File: src/dwrr_pkg.sv
`default_nettype none
package dwrr_pkg;

    localparam int NUM_QUEUES = 3;
    localparam int DSCP_W     = 6;
    localparam int WEIGHT_W   = 8;
    localparam int QIDX_W     = 2;
    localparam int CFG_IDX_W  = 2;

    typedef logic [QIDX_W-1:0]   qidx_t;
    typedef logic [WEIGHT_W-1:0] weight_t;
    typedef logic [DSCP_W-1:0]   dscp_t;

    typedef enum logic [2:0] {
        ST_ENQUEUED       = 3'd0,
        ST_DROP_FULL      = 3'd1,
        ST_DROP_NON_IPV4  = 3'd2,
        ST_DEQUEUED       = 3'd3,
        ST_EMPTY          = 3'd4
    } status_t;

    localparam logic KIND_ENQUEUE = 1'b0;
    localparam logic KIND_DEQUEUE = 1'b1;

    localparam logic [CFG_IDX_W-1:0] REG_WEIGHT_LOW_LATENCY  = 2'd0;
    localparam logic [CFG_IDX_W-1:0] REG_WEIGHT_BROADBAND    = 2'd1;
    localparam logic [CFG_IDX_W-1:0] REG_WEIGHT_MACHINE_TYPE = 2'd2;

    localparam dscp_t DSCP_LOW_LATENCY = 6'd46;
    localparam dscp_t DSCP_BROADBAND   = 6'd40;
    localparam dscp_t DSCP_MACHINE     = 6'd8;

    localparam qidx_t Q_LOW_LATENCY  = 2'd0;
    localparam qidx_t Q_BROADBAND    = 2'd1;
    localparam qidx_t Q_MACHINE_TYPE = 2'd2;

    localparam weight_t WEIGHT_RESET_LOW_LATENCY  = 8'd10;
    localparam weight_t WEIGHT_RESET_BROADBAND    = 8'd6;
    localparam weight_t WEIGHT_RESET_MACHINE_TYPE = 8'd4;

endpackage
`default_nettype wire

File: src/dwrr_if.sv
`default_nettype none
interface dwrr_req_if #(parameter int HANDLE_BITS = 16);
    logic                       valid;
    logic                       ready;
    logic                       kind;
    dwrr_pkg::dscp_t            dscp;
    logic                       is_ipv4;
    logic [HANDLE_BITS-1:0]     packet_handle;

    modport source (output valid, kind, dscp, is_ipv4, packet_handle, input ready);
    modport sink   (input valid, kind, dscp, is_ipv4, packet_handle, output ready);
endinterface

interface dwrr_rsp_if #(parameter int HANDLE_BITS = 16);
    logic                       valid;
    logic                       ready;
    dwrr_pkg::status_t          status;
    dwrr_pkg::qidx_t            queue_index;
    logic [HANDLE_BITS-1:0]     out_handle;

    modport source (output valid, status, queue_index, out_handle, input ready);
    modport sink   (input valid, status, queue_index, out_handle, output ready);
endinterface

interface dwrr_cfg_if;
    logic                                 valid;
    logic                                 ready;
    logic [dwrr_pkg::CFG_IDX_W-1:0]       index;
    dwrr_pkg::weight_t                    data;

    modport source (output valid, index, data, input ready);
    modport sink   (input valid, index, data, output ready);
endinterface
`default_nettype wire

File: src/dscp_weighted_round_robin_queue.sv
// Three drop-tail packet-handle FIFOs behind a weighted round-robin scheduler.
// req channel: kind selects enqueue (dscp, is_ipv4, packet_handle) or a
// dequeue request. rsp channel: exactly one response per request with status,
// queue_index and out_handle. cfg channel: weight writes, index 0..2, always
// ready; write only while no request is in flight.
// An enqueue or an empty dequeue writes its response straight into the output
// register when it executes; a served dequeue first reads the shared handle
// memory (3 x QUEUE_DEPTH entries) into a read register, then loads the response.
// One request at a time: req is ready only while idle, so no new request is
// taken while a dequeue reads memory or a parked request waits.
// One output register holds the response. If rsp stalls, a request is still
// accepted and parked; it executes once the response slot frees.
// Reset clears pointers, occupancies and the scheduler position, restores
// the weights to 10, 6, 4 and loads the credits from them. The handle memory
// is not cleared; only written entries are ever read.
`default_nettype none
module dscp_weighted_round_robin_queue #(
    parameter int QUEUE_DEPTH = 64,
    parameter int HANDLE_BITS = 16
) (
    input  wire logic   clk,
    input  wire logic   rst_n,
    dwrr_req_if.sink    req,
    dwrr_rsp_if.source  rsp,
    dwrr_cfg_if.sink    cfg
);

    localparam int NQ        = dwrr_pkg::NUM_QUEUES;
    localparam int PTR_W     = (QUEUE_DEPTH > 1) ? $clog2(QUEUE_DEPTH) : 1;
    localparam int OCC_W     = $clog2(QUEUE_DEPTH + 1);
    localparam int MEM_DEPTH = NQ * QUEUE_DEPTH;
    localparam int ADDR_W    = $clog2(MEM_DEPTH);
    localparam int WW        = dwrr_pkg::WEIGHT_W;

    typedef enum logic [1:0] {
        S_IDLE,
        S_EXEC,
        S_READ
    } state_t;

    state_t                     state_reg;
    logic [PTR_W-1:0]           head_reg   [NQ];
    logic [PTR_W-1:0]           tail_reg   [NQ];
    logic [OCC_W-1:0]           occ_reg    [NQ];
    dwrr_pkg::weight_t          credit_reg [NQ];
    dwrr_pkg::weight_t          weight_reg [NQ];
    dwrr_pkg::qidx_t            last_reg;

    logic                       req_kind_reg;
    dwrr_pkg::dscp_t            req_dscp_reg;
    logic                       req_ipv4_reg;
    logic [HANDLE_BITS-1:0]     req_handle_reg;

    logic                       rsp_valid_reg;
    dwrr_pkg::status_t          rsp_status_reg;
    dwrr_pkg::qidx_t            rsp_qidx_reg;
    logic [HANDLE_BITS-1:0]     rsp_handle_reg;

    logic [HANDLE_BITS-1:0]     mem [MEM_DEPTH];
    logic [HANDLE_BITS-1:0]     mem_rdata_reg;

    logic                       cur_kind;
    dwrr_pkg::dscp_t            cur_dscp;
    logic                       cur_ipv4;
    logic [HANDLE_BITS-1:0]     cur_handle;

    logic                       out_free;
    logic                       go;
    logic                       exec_enq;
    logic                       exec_deq;
    dwrr_pkg::qidx_t            enq_q;
    logic                       enq_full;
    logic                       mem_we;
    logic                       mem_re;
    logic [ADDR_W-1:0]          wr_addr;
    logic [ADDR_W-1:0]          rd_addr;

    dwrr_pkg::weight_t          reload_val [NQ];
    dwrr_pkg::weight_t          credit_next [NQ];
    logic                       deq_found;
    dwrr_pkg::qidx_t            deq_q;

    function automatic dwrr_pkg::qidx_t ring_idx(
        input dwrr_pkg::qidx_t base,
        input dwrr_pkg::qidx_t step
    );
        logic [2:0] sum;
        sum = {1'b0, base} + {1'b0, step};
        return (sum >= 3'(NQ)) ? 2'(sum - 3'(NQ)) : sum[1:0];
    endfunction

    function automatic logic [PTR_W-1:0] ptr_inc(input logic [PTR_W-1:0] ptr);
        return (ptr == PTR_W'(QUEUE_DEPTH - 1)) ? '0 : ptr + PTR_W'(1);
    endfunction

    assign req.ready = (state_reg == S_IDLE);
    assign cfg.ready = 1'b1;

    assign rsp.valid       = rsp_valid_reg;
    assign rsp.status      = rsp_status_reg;
    assign rsp.queue_index = rsp_qidx_reg;
    assign rsp.out_handle  = rsp_handle_reg;

    assign cur_kind   = (state_reg == S_IDLE) ? req.kind          : req_kind_reg;
    assign cur_dscp   = (state_reg == S_IDLE) ? req.dscp          : req_dscp_reg;
    assign cur_ipv4   = (state_reg == S_IDLE) ? req.is_ipv4       : req_ipv4_reg;
    assign cur_handle = (state_reg == S_IDLE) ? req.packet_handle : req_handle_reg;

    assign out_free = !rsp_valid_reg || rsp.ready;
    assign go       = out_free && ((state_reg == S_IDLE && req.valid) || state_reg == S_EXEC);
    assign exec_enq = go && (cur_kind == dwrr_pkg::KIND_ENQUEUE);
    assign exec_deq = go && (cur_kind == dwrr_pkg::KIND_DEQUEUE);

    always_comb
    begin
        case (cur_dscp)
            dwrr_pkg::DSCP_LOW_LATENCY: enq_q = dwrr_pkg::Q_LOW_LATENCY;
            dwrr_pkg::DSCP_BROADBAND:   enq_q = dwrr_pkg::Q_BROADBAND;
            dwrr_pkg::DSCP_MACHINE:     enq_q = dwrr_pkg::Q_MACHINE_TYPE;
            default:                    enq_q = dwrr_pkg::Q_BROADBAND;
        endcase
    end

    assign enq_full = (occ_reg[enq_q] == OCC_W'(QUEUE_DEPTH));
    assign mem_we   = exec_enq && cur_ipv4 && !enq_full;
    assign mem_re   = exec_deq && deq_found;
    assign wr_addr  = ADDR_W'(enq_q) * ADDR_W'(QUEUE_DEPTH) + ADDR_W'(tail_reg[enq_q]);
    assign rd_addr  = ADDR_W'(deq_q) * ADDR_W'(QUEUE_DEPTH) + ADDR_W'(head_reg[deq_q]);

    always_comb
    begin
        for (int q = 0; q < NQ; q++)
        begin
            reload_val[q] = (weight_reg[q] == '0) ? WW'(1) : weight_reg[q];
        end
    end

    // ring search from the last served queue; empty queues reload as passed, and all reload if no busy queue has credit
    always_comb
    begin
        dwrr_pkg::weight_t  credit_srch [NQ];
        logic               found1;
        logic               found2;
        logic               any_busy;
        dwrr_pkg::qidx_t    q1;
        dwrr_pkg::qidx_t    q2;
        dwrr_pkg::qidx_t    qi;

        credit_srch = credit_reg;
        found1      = 1'b0;
        found2      = 1'b0;
        any_busy    = 1'b0;
        q1          = '0;
        q2          = '0;
        for (int i = 0; i < NQ; i++)
        begin
            qi = ring_idx(last_reg, 2'(i));
            if (!found1)
            begin
                if (credit_srch[qi] != '0 && occ_reg[qi] != '0)
                begin
                    found1 = 1'b1;
                    q1     = qi;
                end
                else if (occ_reg[qi] == '0)
                begin
                    credit_srch[qi] = reload_val[qi];
                end
            end
            if (!found2 && occ_reg[qi] != '0)
            begin
                found2 = 1'b1;
                q2     = qi;
            end
            any_busy = any_busy || (occ_reg[qi] != '0);
        end

        credit_next = credit_srch;
        if (found1)
        begin
            deq_found        = 1'b1;
            deq_q            = q1;
            credit_next[q1]  = credit_srch[q1] - WW'(1);
        end
        else if (any_busy)
        begin
            deq_found   = 1'b1;
            deq_q       = q2;
            credit_next = reload_val;
            credit_next[q2] = reload_val[q2] - WW'(1);
        end
        else
        begin
            deq_found = 1'b0;
            deq_q     = '0;
        end
    end

    always_ff @(posedge clk or negedge rst_n)
    begin
        if (!rst_n)
        begin
            state_reg      <= S_IDLE;
            last_reg       <= '0;
            rsp_valid_reg  <= 1'b0;
            rsp_status_reg <= dwrr_pkg::ST_ENQUEUED;
            rsp_qidx_reg   <= '0;
            rsp_handle_reg <= '0;
            for (int q = 0; q < NQ; q++)
            begin
                head_reg[q] <= '0;
                tail_reg[q] <= '0;
                occ_reg[q]  <= '0;
            end
            weight_reg[0] <= dwrr_pkg::WEIGHT_RESET_LOW_LATENCY;
            weight_reg[1] <= dwrr_pkg::WEIGHT_RESET_BROADBAND;
            weight_reg[2] <= dwrr_pkg::WEIGHT_RESET_MACHINE_TYPE;
            credit_reg[0] <= dwrr_pkg::WEIGHT_RESET_LOW_LATENCY;
            credit_reg[1] <= dwrr_pkg::WEIGHT_RESET_BROADBAND;
            credit_reg[2] <= dwrr_pkg::WEIGHT_RESET_MACHINE_TYPE;
        end
        else
        begin
            if (cfg.valid && cfg.ready)
            begin
                case (cfg.index)
                    dwrr_pkg::REG_WEIGHT_LOW_LATENCY:  weight_reg[0] <= cfg.data;
                    dwrr_pkg::REG_WEIGHT_BROADBAND:    weight_reg[1] <= cfg.data;
                    dwrr_pkg::REG_WEIGHT_MACHINE_TYPE: weight_reg[2] <= cfg.data;
                    default: ;
                endcase
            end

            if (rsp_valid_reg && rsp.ready && !(exec_enq || (exec_deq && !deq_found)))
            begin
                rsp_valid_reg <= 1'b0;
            end

            case (state_reg)
                S_IDLE:
                begin
                    if (req.valid && !go)
                    begin
                        state_reg <= S_EXEC;
                    end
                end
                S_EXEC: ;
                S_READ:
                begin
                    rsp_valid_reg  <= 1'b1;
                    rsp_status_reg <= dwrr_pkg::ST_DEQUEUED;
                    rsp_handle_reg <= mem_rdata_reg;
                    state_reg      <= S_IDLE;
                end
                default: state_reg <= S_IDLE;
            endcase

            if (exec_enq)
            begin
                rsp_valid_reg  <= 1'b1;
                rsp_handle_reg <= '0;
                state_reg      <= S_IDLE;
                if (!cur_ipv4)
                begin
                    rsp_status_reg <= dwrr_pkg::ST_DROP_NON_IPV4;
                    rsp_qidx_reg   <= '0;
                end
                else if (enq_full)
                begin
                    rsp_status_reg <= dwrr_pkg::ST_DROP_FULL;
                    rsp_qidx_reg   <= enq_q;
                end
                else
                begin
                    rsp_status_reg <= dwrr_pkg::ST_ENQUEUED;
                    rsp_qidx_reg   <= enq_q;
                    tail_reg[enq_q] <= ptr_inc(tail_reg[enq_q]);
                    occ_reg[enq_q]  <= occ_reg[enq_q] + OCC_W'(1);
                end
            end

            if (exec_deq)
            begin
                credit_reg <= credit_next;
                if (deq_found)
                begin
                    head_reg[deq_q] <= ptr_inc(head_reg[deq_q]);
                    occ_reg[deq_q]  <= occ_reg[deq_q] - OCC_W'(1);
                    last_reg        <= deq_q;
                    rsp_qidx_reg    <= deq_q;
                    state_reg       <= S_READ;
                end
                else
                begin
                    rsp_valid_reg  <= 1'b1;
                    rsp_status_reg <= dwrr_pkg::ST_EMPTY;
                    rsp_qidx_reg   <= '0;
                    rsp_handle_reg <= '0;
                    state_reg      <= S_IDLE;
                end
            end
        end
    end

    // capture every accepted request; the copy is used if it parks while the response slot is full
    always_ff @(posedge clk)
    begin
        if (req.valid && req.ready)
        begin
            req_kind_reg   <= req.kind;
            req_dscp_reg   <= req.dscp;
            req_ipv4_reg   <= req.is_ipv4;
            req_handle_reg <= req.packet_handle;
        end
    end

    always_ff @(posedge clk)
    begin
        if (mem_we)
        begin
            mem[wr_addr] <= cur_handle;
        end
        if (mem_re)
        begin
            mem_rdata_reg <= mem[rd_addr];
        end
    end

endmodule
`default_nettype wire

File: src/flat_wrapper.sv
// flat-port wrapper written by rule: the top's interface ports become plain ports
module dscp_weighted_round_robin_queue_flat 
#(
    parameter int QUEUE_DEPTH = 64,
    parameter int HANDLE_BITS = 16
)
  (clk, rst_n, req_valid, req_kind, req_dscp, req_is_ipv4, req_packet_handle, req_ready, rsp_valid, rsp_status, rsp_queue_index, rsp_out_handle, rsp_ready, cfg_valid, cfg_index, cfg_data, cfg_ready);
  dwrr_req_if #(.HANDLE_BITS(HANDLE_BITS)) req_i ();
  dwrr_rsp_if #(.HANDLE_BITS(HANDLE_BITS)) rsp_i ();
  dwrr_cfg_if cfg_i ();
  input  wire logic clk;
  input  wire logic rst_n;
  input wire logic [$bits(req_i.valid)-1:0] req_valid;
  input wire logic [$bits(req_i.kind)-1:0] req_kind;
  input wire logic [$bits(req_i.dscp)-1:0] req_dscp;
  input wire logic [$bits(req_i.is_ipv4)-1:0] req_is_ipv4;
  input wire logic [$bits(req_i.packet_handle)-1:0] req_packet_handle;
  output wire logic [$bits(req_i.ready)-1:0] req_ready;
  output wire logic [$bits(rsp_i.valid)-1:0] rsp_valid;
  output wire logic [$bits(rsp_i.status)-1:0] rsp_status;
  output wire logic [$bits(rsp_i.queue_index)-1:0] rsp_queue_index;
  output wire logic [$bits(rsp_i.out_handle)-1:0] rsp_out_handle;
  input wire logic [$bits(rsp_i.ready)-1:0] rsp_ready;
  input wire logic [$bits(cfg_i.valid)-1:0] cfg_valid;
  input wire logic [$bits(cfg_i.index)-1:0] cfg_index;
  input wire logic [$bits(cfg_i.data)-1:0] cfg_data;
  output wire logic [$bits(cfg_i.ready)-1:0] cfg_ready;
  assign req_i.valid = req_valid;
  assign req_i.kind = req_kind;
  assign req_i.dscp = req_dscp;
  assign req_i.is_ipv4 = req_is_ipv4;
  assign req_i.packet_handle = req_packet_handle;
  assign req_ready = req_i.ready;
  assign rsp_valid = rsp_i.valid;
  assign rsp_status = rsp_i.status;
  assign rsp_queue_index = rsp_i.queue_index;
  assign rsp_out_handle = rsp_i.out_handle;
  assign rsp_i.ready = rsp_ready;
  assign cfg_i.valid = cfg_valid;
  assign cfg_i.index = cfg_index;
  assign cfg_i.data = cfg_data;
  assign cfg_ready = cfg_i.ready;
  dscp_weighted_round_robin_queue #(.QUEUE_DEPTH(QUEUE_DEPTH), .HANDLE_BITS(HANDLE_BITS)) u_core (.clk(clk), .rst_n(rst_n), .req(req_i), .rsp(rsp_i), .cfg(cfg_i));
endmodule
File: config.mk
export PLATFORM = sky130hd
export DESIGN_NAME = dscp_weighted_round_robin_queue_flat
export DESIGN_NICKNAME = d
export VERILOG_FILES = /design/src/dwrr_pkg.sv /design/src/dwrr_if.sv /design/src/dscp_weighted_round_robin_queue.sv /design/src/flat_wrapper.sv
export SDC_FILE = /design/constraint.sdc
export NUM_CORES = 2
export LEC_CHECK = 0
export CORE_ASPECT_RATIO = 0.8
export CORE_MARGIN = 1.5
export CORE_UTILIZATION = 44
export CTS_CLUSTER_DIAMETER = 100
export DETAILED_ROUTE_END_ITERATION = 8
export DONT_BUFFER_PORTS = 1
export PLACE_DENSITY = 0.6
export SLEW_MARGIN = 15
export SYNTH_ARGS = -nofsm -noshare
export SYNTH_HDL_FRONTEND = slang
export SYNTH_SLANG_ARGS = --single-unit
export TNS_END_PERCENT = 1
File: constraint.sdc
create_clock -name clk -period 6.1 [get_ports clk]
set_input_delay 0.915 -clock clk [delete_from_list [all_inputs] [get_ports clk]]
set_output_delay 0.915 -clock clk [all_outputs]
set_load 0.05 [all_outputs]
==> Word-level counts from Yosys, hierarchy flattened <==
Memories as Yosys holds them, arrays and structs flattened. A register that Yosys moved wholly into a read port is not among the register bits.
Index checks and enable logic that the tools add are counted.
{ "op_classes": {"addsub": 13, "magnitude_cmp": 17, "n_eq_ne": 11, "muxes": 145, "bitwise": 9, "n_reduce_logical": 56} }
{ "op_table": {"columns": ["cell", "count"], "rows": [
  ["24-bit 2-to-1 mux", 10],
  ["8-bit 2-to-1 mux", 24],
  ["8-bit binary-select mux with 2-bit select", 8],
  ["24-bit bitwise mux", 5],
  ["21-bit 2-to-1 mux", 5],
  ["7-bit 2-to-1 mux", 12],
  ["8-bit demux with 2-bit select", 5],
  ["16-bit 2-to-1 mux", 5],
  ["7-bit binary-select mux with 2-bit select", 5],
  ["6-bit 2-to-1 mux", 9],
  ["21-bit bitwise mux", 2],
  ["2-bit 2-to-1 mux", 21],
  ["18-bit bitwise mux", 2],
  ["7-bit demux with 2-bit select", 2],
  ["6-bit binary-select mux with 2-bit select", 2],
  ["6-bit demux with 2-bit select", 2],
  ["8-bit zero test", 3],
  ["8-bit nonzero test", 3],
  ["1-bit logical AND", 23],
  ["3-bit >= comparator, second input constant", 7],
  ["7-bit zero test", 3],
  ["3-bit by 1-bit less-than comparator with 1-bit output, second input constant", 7],
  ["2-bit NOT with 3-bit output", 7],
  ["7-bit nonzero test", 3],
  ["27 further kinds", 76]
]} }
{ "totals": {"ff_bits": 155, "ramBits": 3072, "inputBits": 39, "output_inout_bits": 24, "elab_cells": 277, "n_memories": 1} }
{ "memory_table": {"columns": ["name", "words", "word_bits", "rd", "rd_clocked_by_memory_dff", "wr", "line", "text"], "rows": [
  ["u_core.mem", 192, 16, 1, 1, 1, "dscp_weighted_round_robin_queue.sv:59", "logic [HANDLE_BITS-1:0] mem [MEM_DEPTH];"]
]} }

==> Depth between registers and ports, before layout <==
{ "logic_depth": {"word_depth": 35, "depth_mapped": 27, "ltp_nobuf": 19} }

==> Least setup slack after synthesis <==
Ideal clock, no wire load.
{ "synth_path": {"path_type": "flip-flop to flip-flop", "start": "reg u_core.occ_reg[20] in the netlist's numbering", "end": "reg u_core.mem_rdata_reg[1], read port of u_core.mem (data pin)", "setup_time_ns": 0.272, "arrival_ns": 5.127, "required_ns": 5.828, "slack_ns": 0.701, "path_stages_with_launch": 18, "path_buffers": 3, "period_less_slack_ns": 5.399, "path_cell_list": "dfrtp_1 > or4_1 > or4_4 > a31oi_4 > o2111ai_4 > nand4b_4 > a2111o_1 > buf_4 > a21boi_4 > o22ai_1 > o31ai_1 > buf_6 > buf_6 > mux4_2 > a22oi_1 > a21oi_1 > or4_1 > or4b_1"} }
{ "synth_via": {"elab_chain_cells": 26, "word_cells_on_any_way": 62, "cone_classes": "1 x add/sub; 43 x mux; 1 x bitwise; 17 x reduce/logical"} }
{ "synth_rtl": {"columns": ["item", "line", "text"], "rows": [
  ["from (decl)", "dscp_weighted_round_robin_queue.sv:44", "logic [OCC_W-1:0] occ_reg [NQ];"],
  ["from (signal, indexed assignment)", "dscp_weighted_round_robin_queue.sv:278", "occ_reg[enq_q] <= occ_reg[enq_q] + OCC_W'(1);"],
  ["from (signal, indexed assignment)", "dscp_weighted_round_robin_queue.sv:288", "occ_reg[deq_q] <= occ_reg[deq_q] - OCC_W'(1);"],
  ["7-bit binary-select mux with 2-bit select", null, null],
  ["7-bit 2-to-1 mux (not written as such) (2 in a row)", null, null],
  ["7-bit zero test or 7-bit nonzero test (tied branches)", null, null],
  ["24-bit 2-to-1 mux or 1-bit logical AND (tied branches)", "dscp_weighted_round_robin_queue.sv:165, dscp_weighted_round_robin_queue.sv:160", null],
  ["24-bit 2-to-1 mux", "dscp_weighted_round_robin_queue.sv:160", "if (credit_srch[qi] != '0 && occ_reg[qi] != '0)"],
  ["8-bit binary-select mux with 2-bit select", "dscp_weighted_round_robin_queue.sv:160", null],
  ["8-bit 2-to-1 mux (not written as such) (2 in a row)", "dscp_weighted_round_robin_queue.sv:160", null],
  ["8-bit nonzero test", "dscp_weighted_round_robin_queue.sv:160", null],
  ["[... 7 more ...]", null, null],
  ["1-bit logical AND", "dscp_weighted_round_robin_queue.sv:160", null],
  ["2-bit 2-to-1 mux or 1-bit 2-to-1 mux (tied branches)", "dscp_weighted_round_robin_queue.sv:160", null],
  ["2-bit 2-to-1 mux or 1-bit 2-to-1 mux (tied branches)", "dscp_weighted_round_robin_queue.sv:158", "if (!found1)"],
  ["2-bit 2-to-1 mux", "dscp_weighted_round_robin_queue.sv:179", "if (found1)"],
  ["2-bit NOT with 3-bit output (not written as such)", "dscp_weighted_round_robin_queue.sv:128", "assign rd_addr = ADDR_W'(deq_q) * ADDR_W'(QUEUE_DEPTH) + ADDR_W'(head_reg[deq_q]);"],
  ["6-bit binary-select mux with 2-bit select", "dscp_weighted_round_robin_queue.sv:128", null],
  ["6-bit 2-to-1 mux (not written as such) (2 in a row)", "dscp_weighted_round_robin_queue.sv:128", null],
  ["8-bit by 6-bit adder with 8-bit output", "dscp_weighted_round_robin_queue.sv:128", null],
  ["to (decl)", "dscp_weighted_round_robin_queue.sv:60", "logic [HANDLE_BITS-1:0] mem_rdata_reg;"]
]} }
Several ways; a longest one is shown, not always the timed one. The select of a mux whose other input is x is not followed.
A chain may end at the register's enable or synchronous reset.

==> Final worst setup path <==
{ "layout_path": {"start": "reg u_core.last_reg[0]", "end": "reg u_core.mem_rdata_reg[10], read port of u_core.mem (data pin)"} }
{ "layout_via": {"elab_chain_cells": 30, "word_cells_on_any_way": 97, "cone_classes": "6 x add/sub; 7 x order compare; 60 x mux; 4 x bitwise; 20 x reduce/logical"} }
{ "layout_rtl": {"columns": ["item", "line", "text"], "rows": [
  ["from (decl)", "dscp_weighted_round_robin_queue.sv:47", "dwrr_pkg::qidx_t last_reg;"],
  ["from (signal assigned)", "dscp_weighted_round_robin_queue.sv:289", "last_reg <= deq_q;"],
  ["2-bit subtractor or 2-bit >= comparator (tied branches)", "dscp_weighted_round_robin_queue.sv:89", "return (sum >= 3'(NQ)) ? 2'(sum - 3'(NQ)) : sum[1:0];"],
  ["2-bit 2-to-1 mux", "dscp_weighted_round_robin_queue.sv:89", null],
  ["2-bit NOT with 3-bit output (not written as such)", null, null],
  ["3-bit >= comparator (not written as such) or 3-bit by 1-bit less-than comparator with 1-bit output (tied branches)", "dscp_weighted_round_robin_queue.sv:167", "credit_srch[qi] = reload_val[qi];"],
  ["1-bit logical AND (not written as such)", "dscp_weighted_round_robin_queue.sv:167", null],
  ["8-bit 2-to-1 mux (not written as such)", "dscp_weighted_round_robin_queue.sv:167", null],
  ["8-bit demux with 2-bit select", "dscp_weighted_round_robin_queue.sv:167", null],
  ["24-bit bitwise mux", "dscp_weighted_round_robin_queue.sv:167", null],
  ["[... 13 more ...]", null, null],
  ["1-bit logical AND", "dscp_weighted_round_robin_queue.sv:160", null],
  ["2-bit 2-to-1 mux or 1-bit 2-to-1 mux (tied branches)", "dscp_weighted_round_robin_queue.sv:160", null],
  ["2-bit 2-to-1 mux or 1-bit 2-to-1 mux (tied branches)", "dscp_weighted_round_robin_queue.sv:158", null],
  ["2-bit 2-to-1 mux", "dscp_weighted_round_robin_queue.sv:179", null],
  ["2-bit NOT with 3-bit output (not written as such)", "dscp_weighted_round_robin_queue.sv:128", null],
  ["6-bit binary-select mux with 2-bit select", "dscp_weighted_round_robin_queue.sv:128", null],
  ["6-bit 2-to-1 mux (not written as such) (2 in a row)", "dscp_weighted_round_robin_queue.sv:128", null],
  ["8-bit by 6-bit adder with 8-bit output", "dscp_weighted_round_robin_queue.sv:128", null]
]} }
Several ways; a longest one is shown, not always the timed one. The select of a mux whose other input is x is not followed.

==> metrics <==
slowest CP cell=nand4_1; Hold Crit Class=in2async; Register Area=0.0967 sq mm; IO Port Bufs=0; Post-route DRC=0; status=finished, violations left; Setup-failing EPs final=1; multi-input logic area=0.0324 sq mm; DR iter-0 viols=about 14000; Post-synth EDFFs=between 3000 and 4000; clock slew at reported path FFs=0.06 ns; DIE HEIGHT=490 um; top cells by area, synth=edfxtp_1 (71%), nand2_1 (5.4%), mux4_2 (4.5%); CP required=6.76 ns; worst reg2reg path depth=25; most used cell, CP=buf_4; Worst Path Buf+Inv=9; yosys synthesis warning count=0; Max-Cap Viols=0; Max Fclk=163 MHz; grt ovf=0; Worst-Skew Late Latency=0.91 ns; Layout area overhead=19.4%; DP Area=about 0.14 sq mm; final worst slack=-0.0258 ns; CP endpoint kind=flip-flop; Post-Syn Instances=approximately 9000; syn nets=a little under 9000; root buffer cell=clkbuf_16; Final period util=1.00; Tightest Pin Transition=1.26 ns; violated checks=hold timing, setup timing; ys async rst share=0.0404; Slew Limit Fails=0; IO Count=63; cell taking the most area after synthesis=edfxtp_1; Final Hold Fails=18; share of post-route cells with drive strength above 1=0.225; Yosys cell types=101; ANT nets after route=0; largest net degree at the start of global routing=177; Die Footprint=about 0.30 sq mm; hold slack=-0.0241 ns; mapped cell area=~0.13 sq mm; Final min period=slightly above 6 ns; vias per cell=6.18; Clock Sinks=3243; vias in the first global route=between 80000 and 90000; Total GRT Usage=0.295; Primary FF master, synth=edfxtp_1; skew final=about 0.062 ns; # nets final=~9800; sequential fraction of the synthesis area=0.740; RR Startpoint=u_core.last_reg[0]; fin util=0.530; top cell type's share of synthesized area=0.715; Mapped Avg Cell Area=14.9 sq um; num rows=approximately 180; most frequent cells in the layout=edfxtp_1 (3112), nand2_1 (1867), buf_4 (1065); Worst Setup SP=u_core.last_reg[0]; max reg flops=roughly 3000; Crit Path Max Fanout=11; core box area=0.295 sq mm; Via Count=roughly 86000; RSZ-0062 raised after global routing=yes; CTS tree=done; most common cell after layout, fill and taps aside=edfxtp_1; width of the die=612 um; r2r setup slk=-0.03 ns; WS Path Type=reg2reg; drt first pass iters=6; CP startpoint kind=flip-flop; routability cong.=about 1; worst r2r dst=u_core.mem_rdata_reg[10]; Initial Util=0.444; peak per-stage delay on the critical path=0.56 ns; dpl hpwl=between 200 and 300 mm; Slew headroom=0.161; Num CTS Buffers=between 300 and 400; initial antenna violation count=39; total routed wirelength=~450 mm; routed len/inst=roughly 32 um; fillers=between 20000 and 25000; post-route cell area=roughly 0.16 sq mm; delay-heaviest family, CP=compound AO/OA/AOI/OAI gates; clock buffer depth=4; Max H-tree Level=5; first-pass GRT wire length=around 630 mm; Arrival @ worst endpoint=6.78 ns; Yosys reg bits=3243
-- layer usage --
layer | wire length, um | part of all wire | track usage
met5 | 272 | 0.00060 | 0.00255
met2 | 191000 | 0.42 | 0.415
met4 | 17600 | 0.039 | 0.0984
met3 | 63100 | 0.14 | 0.0941
met1 | 182000 | 0.40 | 0.433
-- logic make-up (layout without fill, tap and decap cells) --
group	after synthesis	after routing	synth area share
multiplexers	596	596	0.0713
buffers and inverters	566	1847	0.0217
other	1	10	0.0000287
AO/OA/AOI/OAI	1140	1140	0.0590
AND/OR/NAND/NOR	3158	3158	0.104
flip-flops	3243	3243	0.740
adder cells (fa/ha/maj)	13	13	0.00124
XOR/XNOR	32	32	0.00214
-- what timing repair did --
action,in CTS,in global routing
buffers inserted,15,31
setup endpoints to repair,16,16
pin swaps,21,33
cloned,1,5
hold buffers,1,0
resized for setup,71,74
endpoints found under the hold margin,131,0
-- final cells by class --
class,instances,share of cell area
antenna,9,0.000144
clock buffer,405,0.0561
clock inverter,178,0.0104
inverter,22,0.000770
multi-input combinational,4940,0.208
sequential,3243,0.620
tap,3960,0.0317
timing repair buffer,1241,0.0732
timing repair inverter,1,0.0000561
-- how the worst max path moves through the flow --
| stage | endpoint | slack [ns] | depth (start not counted) |
|---|---|---|---|
| 5_1_grt | u_core.mem_rdata_reg[8] | -0.12 | 26 |
| 3_5_place_dp | u_core.mem_rdata_reg[10] | -0.68 | 22 |
| 2_1_floorplan | u_core.mem_rdata_reg[1] | 0.70 | 17 |
| 6_report | u_core.mem_rdata_reg[10] | -0.03 | 25 |
| 4_1_cts | u_core.mem_rdata_reg[1] | -0.08 | 23 |
| 3_3_place_gp | u_core.mem_rdata_reg[10] | -0.67 | 21 |
-- per-stage QoR --
| step | TNS, ns | hold WS, ns | setup slack (ns) | instances |
|---|---|---|---|---|
| floorplan | 0 | 0.438 | 0.701 | 8749 |
| global placement | -4.77 | 0.458 | -0.672 | 13354 |
| detailed placement | -5.71 | 0.466 | -0.683 | 13354 |
| CTS | -0.352 | 0.00356 | -0.0765 | 13954 |
| global route | -0.786 | 0.00371 | -0.124 | 13993 |
| finish | -0.0258 | -0.0241 | -0.0258 | 13999 |
-- Yosys cell counts, types with 28 or more instances --
cell	n
buf_2	169
nor2_1	340
a32oi_1	121
nand4_1	189
clkbuf_1	234
nor4_1	39
a22oi_1	111
nand3_1	495
nor3_1	67
nand2_1	1871
edfxtp_1	3112
a31oi_1	136
mux4_2	261
mux2i_1	270
buf_4	59
dfrtp_1	121
buf_1	46
and3_1	33
o21ai_0	123
a21oi_1	336
buf_6	35
mux2_2	65
a211oi_1	30
o211ai_1	28
o22ai_1	49
Power is left out: the tool's default activity adds up to more than one toggle a clock period on the data nets, which glitch-free logic cannot reach.
